[src/idp_pkg.sv]
// ----------------------------------------------------------------------------
// idp_pkg
// Types, constants and helper functions of the ISO date text parser.
// ----------------------------------------------------------------------------
`default_nettype none

package idp_pkg;

   localparam int YearWidth     = 14;
   localparam int AccumWidth    = 7;
   localparam int MonthWidth    = 4;
   localparam int DayWidth      = 5;
   localparam int PosWidth      = 4;
   localparam int CsrIndexWidth = 1;

   localparam logic [7:0] CharDash = 8'h2D;
   localparam logic [7:0] CharZero = 8'h30;
   localparam logic [7:0] CharNine = 8'h39;

   localparam logic [PosWidth-1:0] PosDash1 = 4'd4;
   localparam logic [PosWidth-1:0] PosDash2 = 4'd7;
   localparam logic [PosWidth-1:0] TextLen  = 4'd10;
   localparam logic [PosWidth-1:0] PosSat   = 4'd11;

   localparam logic [YearWidth-1:0] MinYearReset = 14'd1900;
   localparam logic [YearWidth-1:0] MaxYearReset = 14'd9999;

   localparam logic [CsrIndexWidth-1:0] CSR_MIN_YEAR = 1'b0;
   localparam logic [CsrIndexWidth-1:0] CSR_MAX_YEAR = 1'b1;

   localparam logic [DayWidth-1:0] MonthLen [12] = '{
      5'd31, 5'd28, 5'd31, 5'd30, 5'd31, 5'd30,
      5'd31, 5'd31, 5'd30, 5'd31, 5'd30, 5'd31
   };
   localparam logic [DayWidth-1:0] LeapFebDays = 5'd29;

   // Snapshot of a finished text, passed from the scanner to the checker.
   typedef struct packed {
      logic                  empty_text;
      logic                  shape_ok;
      logic                  leap;
      logic [YearWidth-1:0]  year;
      logic [AccumWidth-1:0] month;
      logic [AccumWidth-1:0] day;
   } snap_type;

   typedef struct packed {
      logic                  date_ok;
      logic                  is_no_date;
      logic [YearWidth-1:0]  year_value;
      logic [MonthWidth-1:0] month_value;
      logic [DayWidth-1:0]   day_value;
   } result_type;

   function automatic logic [YearWidth-1:0] year_shift_in(
      input logic [YearWidth-1:0] acc,
      input logic [3:0]           digit
   );
      logic [YearWidth+3:0] wide;
      begin
         wide = ({4'b0, acc} << 3) + ({4'b0, acc} << 1) + {{YearWidth{1'b0}}, digit};
         return wide[YearWidth-1:0];
      end
   endfunction

   function automatic logic [AccumWidth-1:0] small_shift_in(
      input logic [AccumWidth-1:0] acc,
      input logic [3:0]            digit
   );
      logic [AccumWidth+3:0] wide;
      begin
         wide = ({4'b0, acc} << 3) + ({4'b0, acc} << 1) + {{AccumWidth{1'b0}}, digit};
         return wide[AccumWidth-1:0];
      end
   endfunction

   // Days in a month; zero for a month outside 1 to 12.
   function automatic logic [DayWidth-1:0] month_days(
      input logic [MonthWidth-1:0] month,
      input logic                  leap
   );
      logic [MonthWidth-1:0] idx;
      begin
         idx = month - 4'd1;
         if (month == 4'd0 || month > 4'd12) begin
            return '0;
         end else if (month == 4'd2 && leap) begin
            return LeapFebDays;
         end else begin
            return MonthLen[idx];
         end
      end
   endfunction

endpackage

`default_nettype wire

[src/idp_channels.sv]
// ----------------------------------------------------------------------------
// idp_req_if / idp_rsp_if
// Valid/ready channels carrying text characters in and parsed dates out.
// ----------------------------------------------------------------------------
`default_nettype none

interface idp_req_if;
   logic       valid;
   logic       ready;
   logic [7:0] text_char;
   logic       char_present;
   logic       end_of_text;

   modport source (output valid, output text_char, output char_present,
                   output end_of_text, input ready);
   modport sink   (input valid, input text_char, input char_present,
                   input end_of_text, output ready);
endinterface

interface idp_rsp_if;
   logic        valid;
   logic        ready;
   logic        date_ok;
   logic        is_no_date;
   logic [13:0] year_value;
   logic [3:0]  month_value;
   logic [4:0]  day_value;

   modport source (output valid, output date_ok, output is_no_date,
                   output year_value, output month_value, output day_value,
                   input ready);
   modport sink   (input valid, input date_ok, input is_no_date,
                   input year_value, input month_value, input day_value,
                   output ready);
endinterface

`default_nettype wire

[src/idp_scanner.sv]
// ----------------------------------------------------------------------------
// idp_scanner
// Tracks position and digit accumulators per character; snapshots the text.
// ----------------------------------------------------------------------------
`default_nettype none

module idp_scanner (
   input  wire logic              clock,
   input  wire logic              reset,
   input  wire logic              in_valid,
   output      logic              in_ready,
   input  wire logic [7:0]        text_char,
   input  wire logic              char_present,
   input  wire logic              end_of_text,
   output      logic              snap_valid,
   input  wire logic              snap_ready,
   output      idp_pkg::snap_type snap
);
   import idp_pkg::*;

   logic [PosWidth-1:0]   pos_ff, pos_in;
   logic [YearWidth-1:0]  year_ff, year_in;
   logic [AccumWidth-1:0] month_ff, month_in;
   logic [AccumWidth-1:0] day_ff, day_in;
   logic                  err_ff, err_in;
   // Year digits mod 4, pairwise: 10 is 2 mod 4, so a pair folds as 2*hi + lo.
   logic [1:0]            pair_mod4_ff, pair_mod4_in;
   logic [1:0]            hi_mod4_ff, hi_mod4_in;
   logic [1:0]            lo_mod4_ff, lo_mod4_in;
   logic                  lo_zero_ff, lo_zero_in;
   logic                  snap_valid_ff, snap_valid_in;
   snap_type              snap_ff, snap_in;

   logic       accept;
   logic       is_digit;
   logic [3:0] digit;
   logic [1:0] pair_fold;

   assign in_ready   = !snap_valid_ff || snap_ready;
   assign accept     = in_valid && in_ready;
   assign is_digit   = (text_char >= CharZero) && (text_char <= CharNine);
   assign digit      = text_char[3:0];
   assign pair_fold  = {pair_mod4_ff[0], 1'b0} + digit[1:0];
   assign snap_valid = snap_valid_ff;
   assign snap       = snap_ff;

   always_comb begin
      pos_in        = pos_ff;
      year_in       = year_ff;
      month_in      = month_ff;
      day_in        = day_ff;
      err_in        = err_ff;
      pair_mod4_in  = pair_mod4_ff;
      hi_mod4_in    = hi_mod4_ff;
      lo_mod4_in    = lo_mod4_ff;
      lo_zero_in    = lo_zero_ff;
      snap_valid_in = snap_valid_ff && !snap_ready;
      snap_in       = snap_ff;

      if (accept && char_present) begin
         if (pos_ff < TextLen && !err_ff) begin
            if (pos_ff == PosDash1 || pos_ff == PosDash2) begin
               if (text_char != CharDash) begin
                  err_in = 1'b1;
               end
            end else if (!is_digit) begin
               err_in = 1'b1;
            end else if (pos_ff < PosDash1) begin
               year_in = year_shift_in(year_ff, digit);
               if (pos_ff == 4'd0 || pos_ff == 4'd2) begin
                  pair_mod4_in = digit[1:0];
               end
               if (pos_ff == 4'd1) begin
                  hi_mod4_in = pair_fold;
               end
               if (pos_ff == 4'd2) begin
                  lo_zero_in = (digit == 4'd0);
               end
               if (pos_ff == 4'd3) begin
                  lo_mod4_in = pair_fold;
                  lo_zero_in = lo_zero_ff && (digit == 4'd0);
               end
            end else if (pos_ff < PosDash2) begin
               month_in = small_shift_in(month_ff, digit);
            end else begin
               day_in = small_shift_in(day_ff, digit);
            end
         end
         if (pos_ff < PosSat) begin
            pos_in = pos_ff + 4'd1;
         end
      end

      if (accept && end_of_text) begin
         snap_valid_in      = 1'b1;
         snap_in.empty_text = (pos_in == 4'd0);
         snap_in.shape_ok   = (pos_in == TextLen) && !err_in;
         snap_in.leap       = lo_zero_in ? (hi_mod4_in == 2'd0) : (lo_mod4_in == 2'd0);
         snap_in.year       = year_in;
         snap_in.month      = month_in;
         snap_in.day        = day_in;
         // The text is finished, so parsing starts over.
         pos_in       = '0;
         year_in      = '0;
         month_in     = '0;
         day_in       = '0;
         err_in       = 1'b0;
         pair_mod4_in = '0;
         hi_mod4_in   = '0;
         lo_mod4_in   = '0;
         lo_zero_in   = 1'b0;
      end
   end

   always_ff @(posedge clock) begin
      if (reset) begin
         pos_ff        <= '0;
         year_ff       <= '0;
         month_ff      <= '0;
         day_ff        <= '0;
         err_ff        <= 1'b0;
         pair_mod4_ff  <= '0;
         hi_mod4_ff    <= '0;
         lo_mod4_ff    <= '0;
         lo_zero_ff    <= 1'b0;
         snap_valid_ff <= 1'b0;
      end else begin
         pos_ff        <= pos_in;
         year_ff       <= year_in;
         month_ff      <= month_in;
         day_ff        <= day_in;
         err_ff        <= err_in;
         pair_mod4_ff  <= pair_mod4_in;
         hi_mod4_ff    <= hi_mod4_in;
         lo_mod4_ff    <= lo_mod4_in;
         lo_zero_ff    <= lo_zero_in;
         snap_valid_ff <= snap_valid_in;
      end
   end

   always_ff @(posedge clock) begin
      snap_ff <= snap_in;
   end

endmodule

`default_nettype wire

[src/idp_validate.sv]
// ----------------------------------------------------------------------------
// idp_validate
// Year bound registers, calendar checks and the result register.
// ----------------------------------------------------------------------------
`default_nettype none

module idp_validate (
   input  wire logic                                 clock,
   input  wire logic                                 reset,
   input  wire logic                                 csr_we,
   input  wire logic [idp_pkg::CsrIndexWidth-1:0]    csr_index,
   input  wire logic [idp_pkg::YearWidth-1:0]        csr_wdata,
   input  wire logic                                 snap_valid,
   output      logic                                 snap_ready,
   input  wire idp_pkg::snap_type                    snap,
   output      logic                                 out_valid,
   input  wire logic                                 out_ready,
   output      idp_pkg::result_type                  result
);
   import idp_pkg::*;

   logic [YearWidth-1:0] min_year_ff, min_year_in;
   logic [YearWidth-1:0] max_year_ff, max_year_in;
   logic                 out_valid_ff, out_valid_in;
   result_type           result_ff, result_in;

   logic                 load;
   logic                 all_zero;
   logic                 month_ok;
   logic [DayWidth-1:0]  days;
   logic                 real_ok;

   assign snap_ready = !out_valid_ff || out_ready;
   assign load       = snap_valid && snap_ready;
   assign out_valid  = out_valid_ff;
   assign result     = result_ff;

   always_comb begin
      min_year_in = min_year_ff;
      max_year_in = max_year_ff;
      if (csr_we) begin
         case (csr_index)
            CSR_MIN_YEAR: min_year_in = csr_wdata;
            CSR_MAX_YEAR: max_year_in = csr_wdata;
            default: ;
         endcase
      end
   end

   assign all_zero = (snap.year == '0) && (snap.month == '0) && (snap.day == '0);
   assign month_ok = (snap.month >= 7'd1) && (snap.month <= 7'd12);
   assign days     = month_days(snap.month[MonthWidth-1:0], snap.leap);
   assign real_ok  = (snap.year >= min_year_ff) && (snap.year <= max_year_ff) && month_ok
                     && (snap.day >= 7'd1) && (snap.day <= {2'b0, days});

   always_comb begin
      out_valid_in = out_valid_ff && !out_ready;
      result_in    = result_ff;
      if (load) begin
         out_valid_in = 1'b1;
         result_in    = '0;
         if (snap.empty_text || (snap.shape_ok && all_zero)) begin
            result_in.date_ok    = 1'b1;
            result_in.is_no_date = 1'b1;
         end else if (snap.shape_ok && real_ok) begin
            result_in.date_ok     = 1'b1;
            result_in.year_value  = snap.year;
            result_in.month_value = snap.month[MonthWidth-1:0];
            result_in.day_value   = snap.day[DayWidth-1:0];
         end
      end
   end

   always_ff @(posedge clock) begin
      if (reset) begin
         min_year_ff  <= MinYearReset;
         max_year_ff  <= MaxYearReset;
         out_valid_ff <= 1'b0;
      end else begin
         min_year_ff  <= min_year_in;
         max_year_ff  <= max_year_in;
         out_valid_ff <= out_valid_in;
      end
   end

   always_ff @(posedge clock) begin
      result_ff <= result_in;
   end

endmodule

`default_nettype wire

[src/iso_date_text_parser.sv]
// ----------------------------------------------------------------------------
// iso_date_text_parser: strict YYYY-MM-DD parser, one character per transfer.
// Throughput: one character transfer per cycle, unless a full snapshot register stalls input.
// A finished text's result passes the scanner snapshot register, then the validator result register.
// Reset (synchronous): clears parse state, bounds return to 1900 and 9999.
// ----------------------------------------------------------------------------
`default_nettype none

module iso_date_text_parser (
   input  wire logic                              clock,
   input  wire logic                              reset,
   idp_req_if.sink                                req_ch,
   idp_rsp_if.source                              rsp_ch,
   input  wire logic                              csr_we,
   input  wire logic [idp_pkg::CsrIndexWidth-1:0] csr_index,
   input  wire logic [idp_pkg::YearWidth-1:0]     csr_wdata
);
   import idp_pkg::*;

   logic       snap_valid;
   logic       snap_ready;
   snap_type   snap;
   result_type result;
   logic       in_ready;
   logic       out_valid;

   idp_scanner u_scanner (
      .clock        (clock),
      .reset        (reset),
      .in_valid     (req_ch.valid),
      .in_ready     (in_ready),
      .text_char    (req_ch.text_char),
      .char_present (req_ch.char_present),
      .end_of_text  (req_ch.end_of_text),
      .snap_valid   (snap_valid),
      .snap_ready   (snap_ready),
      .snap         (snap)
   );

   idp_validate u_validate (
      .clock      (clock),
      .reset      (reset),
      .csr_we     (csr_we),
      .csr_index  (csr_index),
      .csr_wdata  (csr_wdata),
      .snap_valid (snap_valid),
      .snap_ready (snap_ready),
      .snap       (snap),
      .out_valid  (out_valid),
      .out_ready  (rsp_ch.ready),
      .result     (result)
   );

   assign req_ch.ready       = in_ready;
   assign rsp_ch.valid       = out_valid;
   assign rsp_ch.date_ok     = result.date_ok;
   assign rsp_ch.is_no_date  = result.is_no_date;
   assign rsp_ch.year_value  = result.year_value;
   assign rsp_ch.month_value = result.month_value;
   assign rsp_ch.day_value   = result.day_value;

endmodule

`default_nettype wire

[src/flat_wrapper.sv]
// flat-port wrapper written by rule: the top's interface ports become plain ports
module iso_date_text_parser_flat import idp_pkg::*;
  (clock, reset, csr_we, csr_index, csr_wdata, req_ch_valid, req_ch_text_char, req_ch_char_present, req_ch_end_of_text, req_ch_ready, rsp_ch_valid, rsp_ch_date_ok, rsp_ch_is_no_date, rsp_ch_year_value, rsp_ch_month_value, rsp_ch_day_value, rsp_ch_ready);
  idp_req_if req_ch_i ();
  idp_rsp_if rsp_ch_i ();
  input  wire logic clock;
  input  wire logic reset;
  input  wire logic csr_we;
  input  wire logic [idp_pkg::CsrIndexWidth-1:0] csr_index;
  input  wire logic [idp_pkg::YearWidth-1:0] csr_wdata;
  input wire logic [$bits(req_ch_i.valid)-1:0] req_ch_valid;
  input wire logic [$bits(req_ch_i.text_char)-1:0] req_ch_text_char;
  input wire logic [$bits(req_ch_i.char_present)-1:0] req_ch_char_present;
  input wire logic [$bits(req_ch_i.end_of_text)-1:0] req_ch_end_of_text;
  output wire logic [$bits(req_ch_i.ready)-1:0] req_ch_ready;
  output wire logic [$bits(rsp_ch_i.valid)-1:0] rsp_ch_valid;
  output wire logic [$bits(rsp_ch_i.date_ok)-1:0] rsp_ch_date_ok;
  output wire logic [$bits(rsp_ch_i.is_no_date)-1:0] rsp_ch_is_no_date;
  output wire logic [$bits(rsp_ch_i.year_value)-1:0] rsp_ch_year_value;
  output wire logic [$bits(rsp_ch_i.month_value)-1:0] rsp_ch_month_value;
  output wire logic [$bits(rsp_ch_i.day_value)-1:0] rsp_ch_day_value;
  input wire logic [$bits(rsp_ch_i.ready)-1:0] rsp_ch_ready;
  assign req_ch_i.valid = req_ch_valid;
  assign req_ch_i.text_char = req_ch_text_char;
  assign req_ch_i.char_present = req_ch_char_present;
  assign req_ch_i.end_of_text = req_ch_end_of_text;
  assign req_ch_ready = req_ch_i.ready;
  assign rsp_ch_valid = rsp_ch_i.valid;
  assign rsp_ch_date_ok = rsp_ch_i.date_ok;
  assign rsp_ch_is_no_date = rsp_ch_i.is_no_date;
  assign rsp_ch_year_value = rsp_ch_i.year_value;
  assign rsp_ch_month_value = rsp_ch_i.month_value;
  assign rsp_ch_day_value = rsp_ch_i.day_value;
  assign rsp_ch_i.ready = rsp_ch_ready;
  iso_date_text_parser u_core (.clock(clock), .reset(reset), .req_ch(req_ch_i), .rsp_ch(rsp_ch_i), .csr_we(csr_we), .csr_index(csr_index), .csr_wdata(csr_wdata));
endmodule
[config.mk]
export PLATFORM = sky130hd
export DESIGN_NAME = iso_date_text_parser_flat
export DESIGN_NICKNAME = d
export VERILOG_FILES = /design/src/idp_pkg.sv /design/src/idp_channels.sv /design/src/idp_scanner.sv /design/src/idp_validate.sv /design/src/iso_date_text_parser.sv /design/src/flat_wrapper.sv
export SDC_FILE = /design/constraint.sdc
export NUM_CORES = 1
export LEC_CHECK = 0
export BUFFER_PORTS_ARGS = -buffer_cell sky130_fd_sc_hd__buf_2
export CORE_ASPECT_RATIO = 1.1
export CORE_MARGIN = 5
export CORE_UTILIZATION = 45
export CTS_CLUSTER_DIAMETER = 40
export DETAILED_ROUTE_END_ITERATION = 10
export PLACE_DENSITY = 0.71
export SETUP_SLACK_MARGIN = 0.3
export SYNTH_ARGS = -nofsm -noshare
export SYNTH_HDL_FRONTEND = slang
export SYNTH_SLANG_ARGS = --single-unit
[constraint.sdc]
create_clock -name clock -period 6.1 [get_ports clock]
set_input_delay 1.22 -clock clock [delete_from_list [all_inputs] [get_ports clock]]
set_output_delay 1.22 -clock clock [all_outputs]
set_load 0.1 [all_outputs]
==> summary.md, run 1 <==
| Metric | Value |
|---|---|
| Status | `finished, final reports clean` |
| Share of layout cells above drive strength 1 | `15.4%` |
| FFs w/ async S/R, synth | `0%` |
| Port bufs | `56` |
| Num Clock Sinks | `125` |
| Final hold vios | `0` |
| Top Ports | `57` |
| Via Count | `5054` |
| Fillers | `1317` |
| CP max FO | `4` |
| Post_cts resized | `0` |
| Die H | `139 µm` |
| Final hold slack | `0.455 ns` |
| Cell Int Power | `1.55 mW` |
| Yosys reg bits | `125` |
| Wire per inst | `15.2 µm` |
| Clk pin slew, worst setup/hold paths | `0.05 ns` |
| Crit start category | `primary input` |
| Critical Setup Path Class | `in2reg` |
| Power per cell area | `258 nW/µm²` |
| Row count | `47` |
| Nets | `851` |
| Post-CTS setup buffers | `0` |
| Synth Flop Type | `dfxtp_1` |
| WP buf/inv | `3` |
| First-pass GRT wire length | `24.2 mm` |
| RSZ-0062 raised after global routing | `false` |
| PnR worst setup slack | `2.61 ns` |
| CTS tree | `yes` |
| Yosys warns | `0` |
| Switching Fraction | `23.8%` |
| Rel. slew slack | `16.6%` |
| Top cells by area, synth | `edfxtp_1 25%, dfxtp_1 20%, ha_1 14%` |
| Post-DP HPWL | `11.0 mm` |
| Worst vdd ir | `0.227 mV` |
| Slowest cell on crit path | `fa_1` |
| Final period utilization | `57.3%` |
| Die footprint | `17700 µm²` |
| Largest net degree at the start of global routing | `32` |
| Placed Area | `7310 µm²` |
| R2r startpoint | `u_core.u_scanner.year_ff[0]` |
| Max-Cap Viols | `0` |
| Critical Path AT | `3.61 ns` |
| Switch Pwr | `0.484 mW` |
| Setup slack, reg-to-reg | `3.27 ns` |
| EDFF count, synth | `56` |
| DRC | `0` |
| Area delta synth->final | `15.7%` |
| Leak | `3.48 nW` |
| Period minus WS final | `3.49 ns` |
| Post-Synthesis Cells | `681` |
| Sequential power share | `44.7%` |
| Syn nets | `792` |
| Worst-Margin Slew | `1.25 ns` |
| Layout Skew | `0.00748 ns` |
| Mapped cell area | `6830 µm²` |
| CORE AREA | `15000 µm²` |
| Syn avg cell area | `10.0 µm²` |
| Latest clock arrival within the worst-skew pair | `0.41 ns` |
| Die Wd | `127 µm` |
| Library cells used by synthesis | `63` |
| Fin. max-slew vios | `0` |
| Hold buffer count at cts | `0` |
| Global Route Usage Sum | `17.0%` |
| Crit. Startpoint | `req_ch_text_char[3]` |
| Top Family by Delay on Critical Path | `adder cells` |
| Post-synthesis sequential area ratio | `44.9%` |
| DRT iter0 DRCs | `188` |
| Vias per cell | `5.32` |
| Fmax | `286 MHz` |
| Commonest non-fill, non-tap cells in the layout | `88 x nand2_1, 75 x ha_1, 69 x dfxtp_1, 56 x buf_2, 56 x edfxtp_1` |
| CTS root buf | `clkbuf_16` |
| Final instance area | `7900 µm²` |
| Worst hold path type | `reg2reg` |
| Critical path cell sequence | `buf_2, inv_1, fa_1, inv_1, fa_1, a211oi_1, nor2_1, o41ai_1, xor2_1, o21ai_0` |
| Final ANT Viol Nets | `0` |
| Clock Power Share | `48.0%` |
| Crit path capture type | `flop` |
| Vias in the first global route | `5088` |
| Pre-antenna DRT Iters | `4` |
| Setup TNS | `0 ns` |
| WP data required | `6.22 ns` |
| R2R depth | `9` |
| Comb pwr share | `7.3%` |
| Initial antenna violation count | `2` |
| Post-Place Worst Slack | `2.20 ns` |
| Placer Congestion | `0.857` |
| Num CTS Buffers | `17` |
| Drt total wl | `14.4 mm` |
| CTS H-Tree Depth | `4` |
| Worst R2R End | `u_core.u_scanner.snap[24]` |
| Initial Utilization | `45.5%` |
| Synth top area share | `24.6%` |
| Leading area contributor after synthesis | `edfxtp_1` |
| CP Capture Point | `u_core.u_scanner.snap[24]` |
| Final setup violation count | `0` |
| CP max stage delay | `0.55 ns` |
| Gr ovfl total | `0` |
| Power Total | `2.04 mW` |
| Commonest non-fill, non-tap cell in the layout | `nand2_1` |
| CP Depth | `10` |
| Clock buffer depth | `2` |
[metrics by stage]
step / instances / util (%)
2_1_floorplan: 681 / -
3_3_place_gp: 917 / 48.8
3_5_place_dp: 917 / 48.8
4_1_cts: 949 / 52.7
5_1_grt: 950 / 52.7
6_report: 950 / 52.7
[worst min-delay path: stages, from the launching register on]
cell     delay [ns]
dfxtp_1        0.31
nand2_1        0.05
a21oi_1        0.05
[layer usage]
layer / part of all wire (%) / routed length, µm / global-route usage [%] / vias to the layer above
met5: 0.076 / 11 / 0 / -
met4: 2.0 / 287 / 6.78 / 2
met3: 5.3 / 766 / 4.70 / 25
met2: 50 / 7280 / 29.7 / 101
met1: 42 / 6080 / 19.7 / 2414
li1: - / - / - / 2512
[state kept, by name, indices dropped and copies added (netlist names)]
register,cells
u_core.u_scanner.pos_ff,4
u_core.u_scanner.hi_mod4_ff,2
u_core.u_scanner.snap,31
u_core.u_scanner.lo_mod4_ff,2
u_core.u_validate.result,25
u_core.u_scanner.err_ff,1
u_core.u_scanner.lo_zero_ff,1
u_core.u_validate.out_valid,1
u_core.u_scanner.year_ff,14
u_core.u_scanner.pair_mod4_ff,1
u_core.u_scanner.snap_valid,1
u_core.u_scanner.day_ff,7
u_core.u_validate.max_year_ff,14
u_core.u_scanner.month_ff,7
u_core.u_validate.min_year_ff,14
[cell type report]
cell class,count,area (µm²),area share (%)
sequential,125,3060,38.8
tap,196,245,3.10
multi-input combinational,480,3480,44.0
clock inverter,14,146,1.85
antenna,1,2.50,0.0317
timing repair buffer,61,318,4.02
clock buffer,18,439,5.56
inverter,55,206,2.61
[worst min-delay path by stage]
stage                                       from                           endpoint  cells after the start
6_report       u_core.u_validate.min_year_ff[13]  u_core.u_validate.min_year_ff[13]                      2
5_1_grt         u_core.u_validate.max_year_ff[6]   u_core.u_validate.max_year_ff[6]                      2
4_1_cts           u_core.u_scanner.hi_mod4_ff[0]     u_core.u_scanner.hi_mod4_ff[0]                      2
3_5_place_dp      u_core.u_scanner.hi_mod4_ff[0]     u_core.u_scanner.hi_mod4_ff[0]                      2
3_3_place_gp      u_core.u_scanner.hi_mod4_ff[0]     u_core.u_scanner.hi_mod4_ff[0]                      2
2_1_floorplan     u_core.u_scanner.lo_mod4_ff[0]     u_core.u_scanner.lo_mod4_ff[0]                      2
[cells by family (layout without fill, tap and decap cells)]
kind of cell | after synthesis | count (layout) | synth area share [%]
simple gates | 240 | 240 | 18.6
flops | 125 | 125 | 44.9
compound gates | 117 | 117 | 10.6
fa+ha+maj | 81 | 81 | 15.5
buf+inv | 76 | 148 | 4.31
mux | 22 | 22 | 3.52
xor+xnor | 20 | 20 | 2.57
other cells | 0 | 1 | 0
[synthesized netlist by cell type, drive strengths merged (2+ instances only)]
cell,n
nor2b,28
o21ai,19
nor3b,2
nor4,3
a31oi,3
ha,75
or4b,3
edfxtp,56
a21oi,52
o41ai,2
xnor2,16
a21o,9
o31ai,2
and3,4
mux2i,9
nand2b,5
o211ai,3
clkbuf,17
nand2,88
and2,27
a41oi,3
dfxtp,69
nand4,7
nand4b,2
xor2,4
mux2,13
o21bai,2
a211o,7
nor3,5
and2b,5
nor4b,2
nor2,28
nand3,15
nand3b,9
inv,55
a211oi,5
fa,6
or4,5
buf,4
[power groups by stage]
stage                     Combinational, mW  Sequential (mW)  Clock, mW
after global placement                0.143            0.926          0
after CTS                             0.149            0.910      0.999
after global routing                  0.166            0.912       1.04
final                                 0.148            0.910      0.979
after detailed placement              0.148            0.927          0
after floorplan                      0.0792            0.950          0
Power figures use the tool's default switching activity.
==> run 2: changes to the inputs <==
--- a/config.mk
+++ b/config.mk
@@ -11,7 +11,7 @@
 export CORE_UTILIZATION = 45
 export CTS_CLUSTER_DIAMETER = 40
 export DETAILED_ROUTE_END_ITERATION = 10
-export PLACE_DENSITY = 0.71
+export PLACE_DENSITY = 0.73
 export SETUP_SLACK_MARGIN = 0.3
 export SYNTH_ARGS = -nofsm -noshare
 export SYNTH_HDL_FRONTEND = slang
==> constraint.sdc (replaced) <==
create_clock -name clock -period 3.1 [get_ports clock]
set_input_delay 0.62 -clock clock [delete_from_list [all_inputs] [get_ports clock]]
set_output_delay 0.62 -clock clock [all_outputs]
set_load 0.1 [all_outputs]
==> run 2 against run 1 <==
  * Sequential cell count unchanged
  * Via count decreased by 0.93%
  * Power grew 120%
  * Final cell count is 1.9% higher
==> summary.md, run 2 (same netlist as run 1, synthesis figures left out) <==
| Metric | Value |
|---|---|
| CORE AREA | `15000 µm² (unchanged)` |
| Worst R2R End | `u_core.u_validate.result[16]` |
| Final hold vios | `0 (unchanged)` |
| Hold Path Origin | `csr_wdata[8]` |
| Num Clock Sinks | `125 (unchanged)` |
| Final instance area | `8190 µm² (+3.6%)` |
| Commonest non-fill, non-tap cell in the layout | `nand2_1` |
| Pre-antenna DRT Iters | `4 (unchanged)` |
| Switch Pwr | `0.921 mW (+90%)` |
| Final setup violation count | `0 (unchanged)` |
| R2R depth | `9 (unchanged)` |
| Max reg flops | `31 (unchanged)` |
| Gr ovfl total | `0 (unchanged)` |
| Biggest register | `u_core.u_scanner.snap` |
| CTS H-Tree Depth | `4 (unchanged)` |
| Share of layout cells above drive strength 1 | `17.8% (+2.4 points)` |
| Critical path cell sequence | `buf_4, o211ai_1, nand2_1, buf_4, buf_4, or4b_1, nor4_4, buf_4, and2_1` |
| Placer Congestion | `0.851 (-0.71%)` |
| Fillers | `1282 (-2.7%)` |
| RSZ-0062 raised after global routing | `false` |
| Top Ports | `57 (unchanged)` |
| Worst vdd ir | `0.387 mV (+70%)` |
| First-pass GRT wire length | `23.4 mm (-3.1%)` |
| Switching Fraction | `21.0% (-2.8 points)` |
| Crit start category | `flop` |
| Worst hold path type | `in2reg` |
| CP max FO | `9 (+5)` |
| DRT iter0 DRCs | `278 (+48%)` |
| Initial antenna violation count | `0 (-2)` |
| Cell Int Power | `3.47 mW (+120%)` |
| CTS tree | `yes` |
| Post-DP HPWL | `10.4 mm (-5.6%)` |
| Slowest cell on crit path | `or4b_1` |
| Die footprint | `17700 µm² (unchanged)` |
| Comb pwr share | `7.1% (-0.2 points)` |
| Max-Cap Viols | `0 (unchanged)` |
| Global Route Usage Sum | `16.6% (-0.44 points)` |
| Crit path capture type | `flop` |
| Critical Setup Path Class | `reg2reg` |
| Largest net degree at the start of global routing | `31 (-3.1%)` |
| Final ANT Viol Nets | `0 (unchanged)` |
| Critical Path AT | `2.91 ns (-0.70 ns)` |
| Clock Power Share | `52.2% (+4.2 points)` |
| CP Capture Point | `u_core.u_validate.result[16]` |
| Crit. Startpoint | `u_core.u_scanner.snap[7]` |
| Commonest non-fill, non-tap cells in the layout | `88 x nand2_1, 75 x ha_1, 68 x dfxtp_1, 56 x buf_2, 56 x edfxtp_1` |
| Layout Skew | `0.00723 ns (-0.000253 ns)` |
| Setup slack, reg-to-reg | `0.46 ns (-2.81 ns)` |
| DRC | `0 (unchanged)` |
| Nets | `869 (+2.1%)` |
| Num CTS Buffers | `17 (unchanged)` |
| Worst-Margin Slew | `0.784 ns (-0.465 ns)` |
| Clk pin slew, worst setup/hold paths | `0.05 ns (about the same)` |
| Sequential power share | `40.7% (-4.0 points)` |
| Rel. slew slack | `47.7% (+31 points)` |
| Drt total wl | `14.0 mm (-3.3%)` |
| Row count | `47 (unchanged)` |
| Leak | `3.65 nW (+4.8%)` |
| Fmax | `379 MHz` |
| Most common cell on crit path | `buf_4` |
| R2r startpoint | `u_core.u_scanner.snap[7]` |
| Power per cell area | `536 nW/µm² (+110%)` |
| Period minus WS final | `2.64 ns` |
| Placed Area | `7470 µm² (+2.2%)` |
| Area delta synth->final | `19.9%` |
| Port bufs | `56 (unchanged)` |
| Latest clock arrival within the worst-skew pair | `0.42 ns (about the same)` |
| Final hold slack | `0.415 ns (-0.0396 ns)` |
| Die Wd | `127 µm (unchanged)` |
| Clock buffer depth | `2 (unchanged)` |
| Wire per inst | `14.4 µm (-5.1%)` |
| Final period utilization | `85.2%` |
| Vias per cell | `5.17 (-2.8%)` |
| Fin. max-slew vios | `0 (unchanged)` |
| Vias in the first global route | `4970 (-2.3%)` |
| Via Count | `5007 (-0.93%)` |
| Status | `finished, final reports clean` |
| Die H | `139 µm (unchanged)` |
| CP max stage delay | `0.56 ns (about the same)` |
| WP data required | `3.37 ns (-2.85 ns)` |
| CTS root buf | `clkbuf_16` |
| Initial Utilization | `45.5% (unchanged)` |
## run 2: cell types whose count changed in the layout (fill, tap and decap cells not counted), moves of 2 or more
cell / change
buf_4: +17
bufinv_16: +5
clkinv_1: +2
clkinv_4: -3
clkinvlp_4: -4
## run 2: metrics by stage
stage	power, mW	instances	utilization, %	setup TNS (ns)	worst slack (ns)
6_report	4.39	968	54.6	0	0.460
5_1_grt	4.53	967	54.6	0	0.330
4_1_cts	4.41	966	54.5	0	0.303
3_5_place_dp	2.13	934	49.8	0	0.110
3_3_place_gp	2.12	934	49.8	0	0.175
2_1_floorplan	2.03	681	-	-0.387	-0.0399
## run 2: worst min path at each step
stage,slack (ns),depth (start not counted),end
floorplan,0.43,2,u_core.u_scanner.lo_mod4_ff[0]
global placement,0.44,2,u_core.u_scanner.lo_mod4_ff[1]
detailed placement,0.45,2,u_core.u_scanner.lo_mod4_ff[1]
CTS,0.40,2,u_core.u_validate.min_year_ff[9]
global route,0.41,2,u_core.u_validate.min_year_ff[3]
finish,0.42,2,u_core.u_validate.min_year_ff[8]
## run 2: final cells by class
class	count	area [µm²]	share of cell area (%)
Multi-Input combinational cell	480	3510	42.9
Sequential cell	125	3070	37.5
Timing Repair Buffer	79	465	5.69
Clock buffer	19	443	5.41
Tap cell	196	245	3.00
Clock inverter	13	243	2.97
Inverter	55	206	2.52
Antenna cell	1	2.50	0.0306
## run 2: layer usage
| layer | routed length [µm] | track usage (%) |
|---|---|---|
| met1 | 6110 | 19.6 |
| met2 | 6910 | 28.2 |
| met3 | 655 | 5.12 |
| met4 | 276 | 6.10 |
| met5 | 0 | 0 |
## run 2: power by group through the flow
stage                     Combinational (mW)  Sequential (mW)  Clock [mW]
after global placement                 0.301             1.82           0
after floorplan                        0.156             1.87           0
after global routing                   0.348             1.79        2.39
final                                  0.311             1.79        2.29
after detailed placement               0.306             1.82           0
after CTS                              0.310             1.79        2.32
## run 2: timing repair
item                       4_1_cts  5_1_grt
resized for setup                1        2
pin swaps                        0        2
setup endpoints to repair       12       24
buffers inserted                 0        1
hold buffers                     0        0
## run 2: worst max-delay path, delay by kind of cell (launching register included)
family                 cells  cell delay (ns)
and+or+nand+nor            4             1.24
buffers and inverters      4             0.67
DFF                        1             0.38
AOI/OAI and AO/OA          1             0.22
==> run 3: changes to the inputs <==
--- a/config.mk
+++ b/config.mk
@@ -7,7 +7,6 @@
 export LEC_CHECK = 0
 export BUFFER_PORTS_ARGS = -buffer_cell sky130_fd_sc_hd__buf_2
 export CORE_ASPECT_RATIO = 1.1
-export CORE_MARGIN = 5
 export CORE_UTILIZATION = 45
 export CTS_CLUSTER_DIAMETER = 40
 export DETAILED_ROUTE_END_ITERATION = 10
==> run 3 against run 2 <==
  * Non-clock buffer count down 3
  * Critical path depth unchanged
  * Via count up 2.2%
  * Maximum frequency decreased by 0.74%
  * Design area down 1.3%
  * Register-to-register slack lost 0.02 ns
  * Combinational power is essentially flat
  * Critical endpoint is now u_core.u_validate.result[24]
  * Sequential power about the same
  * First-iteration DRC count grew 23%
==> summary.md, run 3 (same netlist as run 1, synthesis figures left out) <==
| Metric | Value |
|---|---|
| Status | `finished, final reports clean` |
| First-pass GRT wire length | `24.2 mm (+3.5%)` |
| Fin. max-slew vios | `0 (unchanged)` |
| Rel. slew slack | `50.3% (+2.6 points)` |
| Final setup violation count | `0 (unchanged)` |
| Critical Path AT | `2.83 ns (-0.08 ns)` |
| Layout Skew | `0.00759 ns (+0.000356 ns)` |
| Pre-antenna DRT Iters | `7 (+3)` |
| Clk pin slew, worst setup/hold paths | `0.05 ns (about the same)` |
| Clock buffer depth | `2 (unchanged)` |
| Final hold vios | `0 (unchanged)` |
| Num CTS Buffers | `17 (unchanged)` |
| Via Count | `5118 (+2.2%)` |
| WP data required | `3.27 ns (-0.10 ns)` |
| Largest net degree at the start of global routing | `31 (unchanged)` |
| Biggest register | `u_core.u_scanner.snap` |
| R2R depth | `9 (unchanged)` |
| Setup slack, reg-to-reg | `0.44 ns (-0.02 ns)` |
| Hold buffer count at cts | `0 (unchanged)` |
| Setup TNS | `0 ns (unchanged)` |
| FF/Latch Area | `3070 µm² (unchanged)` |
| # diodes | `0 (-1)` |
| DRC | `0 (unchanged)` |
| CTS tree | `yes` |
| Final hold slack | `0.408 ns (-0.00779 ns)` |
| Latest clock arrival within the worst-skew pair | `0.43 ns (about the same)` |
| Share of layout cells above drive strength 1 | `17.3% (-0.45 points)` |
| Critical Setup Path Class | `reg2reg` |
| Die Wd | `119 µm (-6.3%)` |
| Area delta synth->final | `18.3%` |
| Multi-input gate area | `3510 µm² (about the same)` |
| Commonest non-fill, non-tap cell in the layout | `nand2_1` |
| Post-Route Utilization | `55.2% (+0.65 points)` |
| CTS root buf | `clkbuf_16` |
| Period minus WS final | `2.66 ns (+0.0197 ns)` |
| Post-Place Worst Slack | `0.116 ns (+0.00624 ns)` |
| Nets | `866 (-0.35%)` |
| Gr ovfl total | `0 (unchanged)` |
| Num Clock Sinks | `125 (unchanged)` |
| CP Capture Point | `u_core.u_validate.result[24]` |
| Initial antenna violation count | `0 (unchanged)` |
| Crit start category | `flop` |
| Drt total wl | `14.6 mm (+4.9%)` |
| CORE AREA | `14600 µm² (-2.5%)` |
| Worst hold path type | `in2reg` |
| Worst-Margin Slew | `0.744 ns (-0.0396 ns)` |
| Leak | `3.61 nW (-1.1%)` |
| R2r startpoint | `u_core.u_scanner.snap[14]` |
| Final period utilization | `85.8% (+0.64 points)` |
| Fmax | `376 MHz (-0.74%)` |
| RSZ-0062 raised after global routing | `true` |
| Max-Cap Viols | `0 (unchanged)` |
| PnR worst setup slack | `0.440 ns (-0.0197 ns)` |
| Top Ports | `57 (unchanged)` |
| Power per cell area | `509 nW/µm² (-5.1%)` |
| Crit path capture type | `flop` |
| CP max FO | `4 (-5)` |
| Commonest non-fill, non-tap cells in the layout | `88 x nand2_1, 75 x ha_1, 68 x dfxtp_1, 56 x buf_2, 56 x edfxtp_1` |
| Row count | `46 (-2.1%)` |
| Global Route Usage Sum | `19.6% (+3.0 points)` |
| Post-DP HPWL | `11.1 mm (+6.5%)` |
| Crit. Startpoint | `u_core.u_scanner.snap[14]` |
| Port bufs | `56 (unchanged)` |
| Final ANT Viol Nets | `0 (unchanged)` |
| Placer Congestion | `0.886 (+4.2%)` |
| Initial Utilization | `46.7% (+1.2 points)` |
| Vias in the first global route | `5143 (+3.5%)` |
| Max reg flops | `31 (unchanged)` |
| Worst R2R End | `u_core.u_validate.result[24]` |
| Worst vdd ir | `0.444 mV (+15%)` |
| CTS H-Tree Depth | `4 (unchanged)` |
| Fillers | `1243 (-3.0%)` |
| Die H | `131 µm (-5.7%)` |
| DRT iter0 DRCs | `342 (+23%)` |
| Wire per inst | `15.2 µm (+5.8%)` |
| Vias per cell | `5.33 (+3.1%)` |
| Die footprint | `15700 µm² (-12%)` |
run 3: timing repair:
action	in CTS	in global routing
endpoints found under the hold margin	0	0
pin swaps	0	1
setup buffers	0	3
gates resized for setup	2	0
endpoints found under the setup margin	11	11
run 3: routing by layer:
layer  up-vias  part of all wire (%)  GRT usage (%)
li1       2542                     -              -
met1      2405                    43           22.6
met2       132                    50           34.0
met3        39                   4.1           4.64
met4         0                   2.7           9.51
met5         -                     0              0
run 3: layout make-up:
class                      instances  share of cell area [%]
tap                              192                    2.97
sequential                       125                    38.0
clock buffer                      30                    7.54
multi-input combinational        480                    43.5
timing repair buffer              76                    5.33
clock inverter                     2                   0.124
inverter                          55                    2.56
run 3: worst max-delay path, cell delays in order (launching register included):
cell and delay, ns:
edfxtp_1 0.43, inv_1 0.12, ha_1 0.22, nand2b_1 0.13, a2111oi_0 0.38, o21bai_1 0.19
a311oi_2 0.42, nor4_4 0.11, buf_4 0.16, or2_2 0.26
run 3: power by group:
group	total, mW	switching [mW]	internal (mW)
combinational	0.310	0.207	0.103
sequential	1.79	0.0272	1.76
clock	2.01	0.690	1.32
run 3: how the worst min path moves through the flow:
stage                                        start                          endpoint  slack (ns)  cells after the start
floorplan           u_core.u_scanner.lo_mod4_ff[0]    u_core.u_scanner.lo_mod4_ff[0]        0.43                      2
global placement    u_core.u_scanner.hi_mod4_ff[0]    u_core.u_scanner.hi_mod4_ff[0]        0.44                      2
detailed placement  u_core.u_scanner.lo_mod4_ff[0]    u_core.u_scanner.lo_mod4_ff[0]        0.45                      2
CTS                                   csr_wdata[8]  u_core.u_validate.min_year_ff[8]        0.40                      2
global route                          csr_wdata[8]  u_core.u_validate.min_year_ff[8]        0.40                      2
finish                                csr_wdata[8]  u_core.u_validate.min_year_ff[8]        0.41                      2
run 3: metrics by stage:
step	cells	instance area, µm²	power (mW)
2_1_floorplan	681	6850	2.03
3_3_place_gp	925	7420	2.11
3_5_place_dp	925	7420	2.13
4_1_cts	957	8050	4.12
5_1_grt	960	8080	4.23
6_report	960	8080	4.11
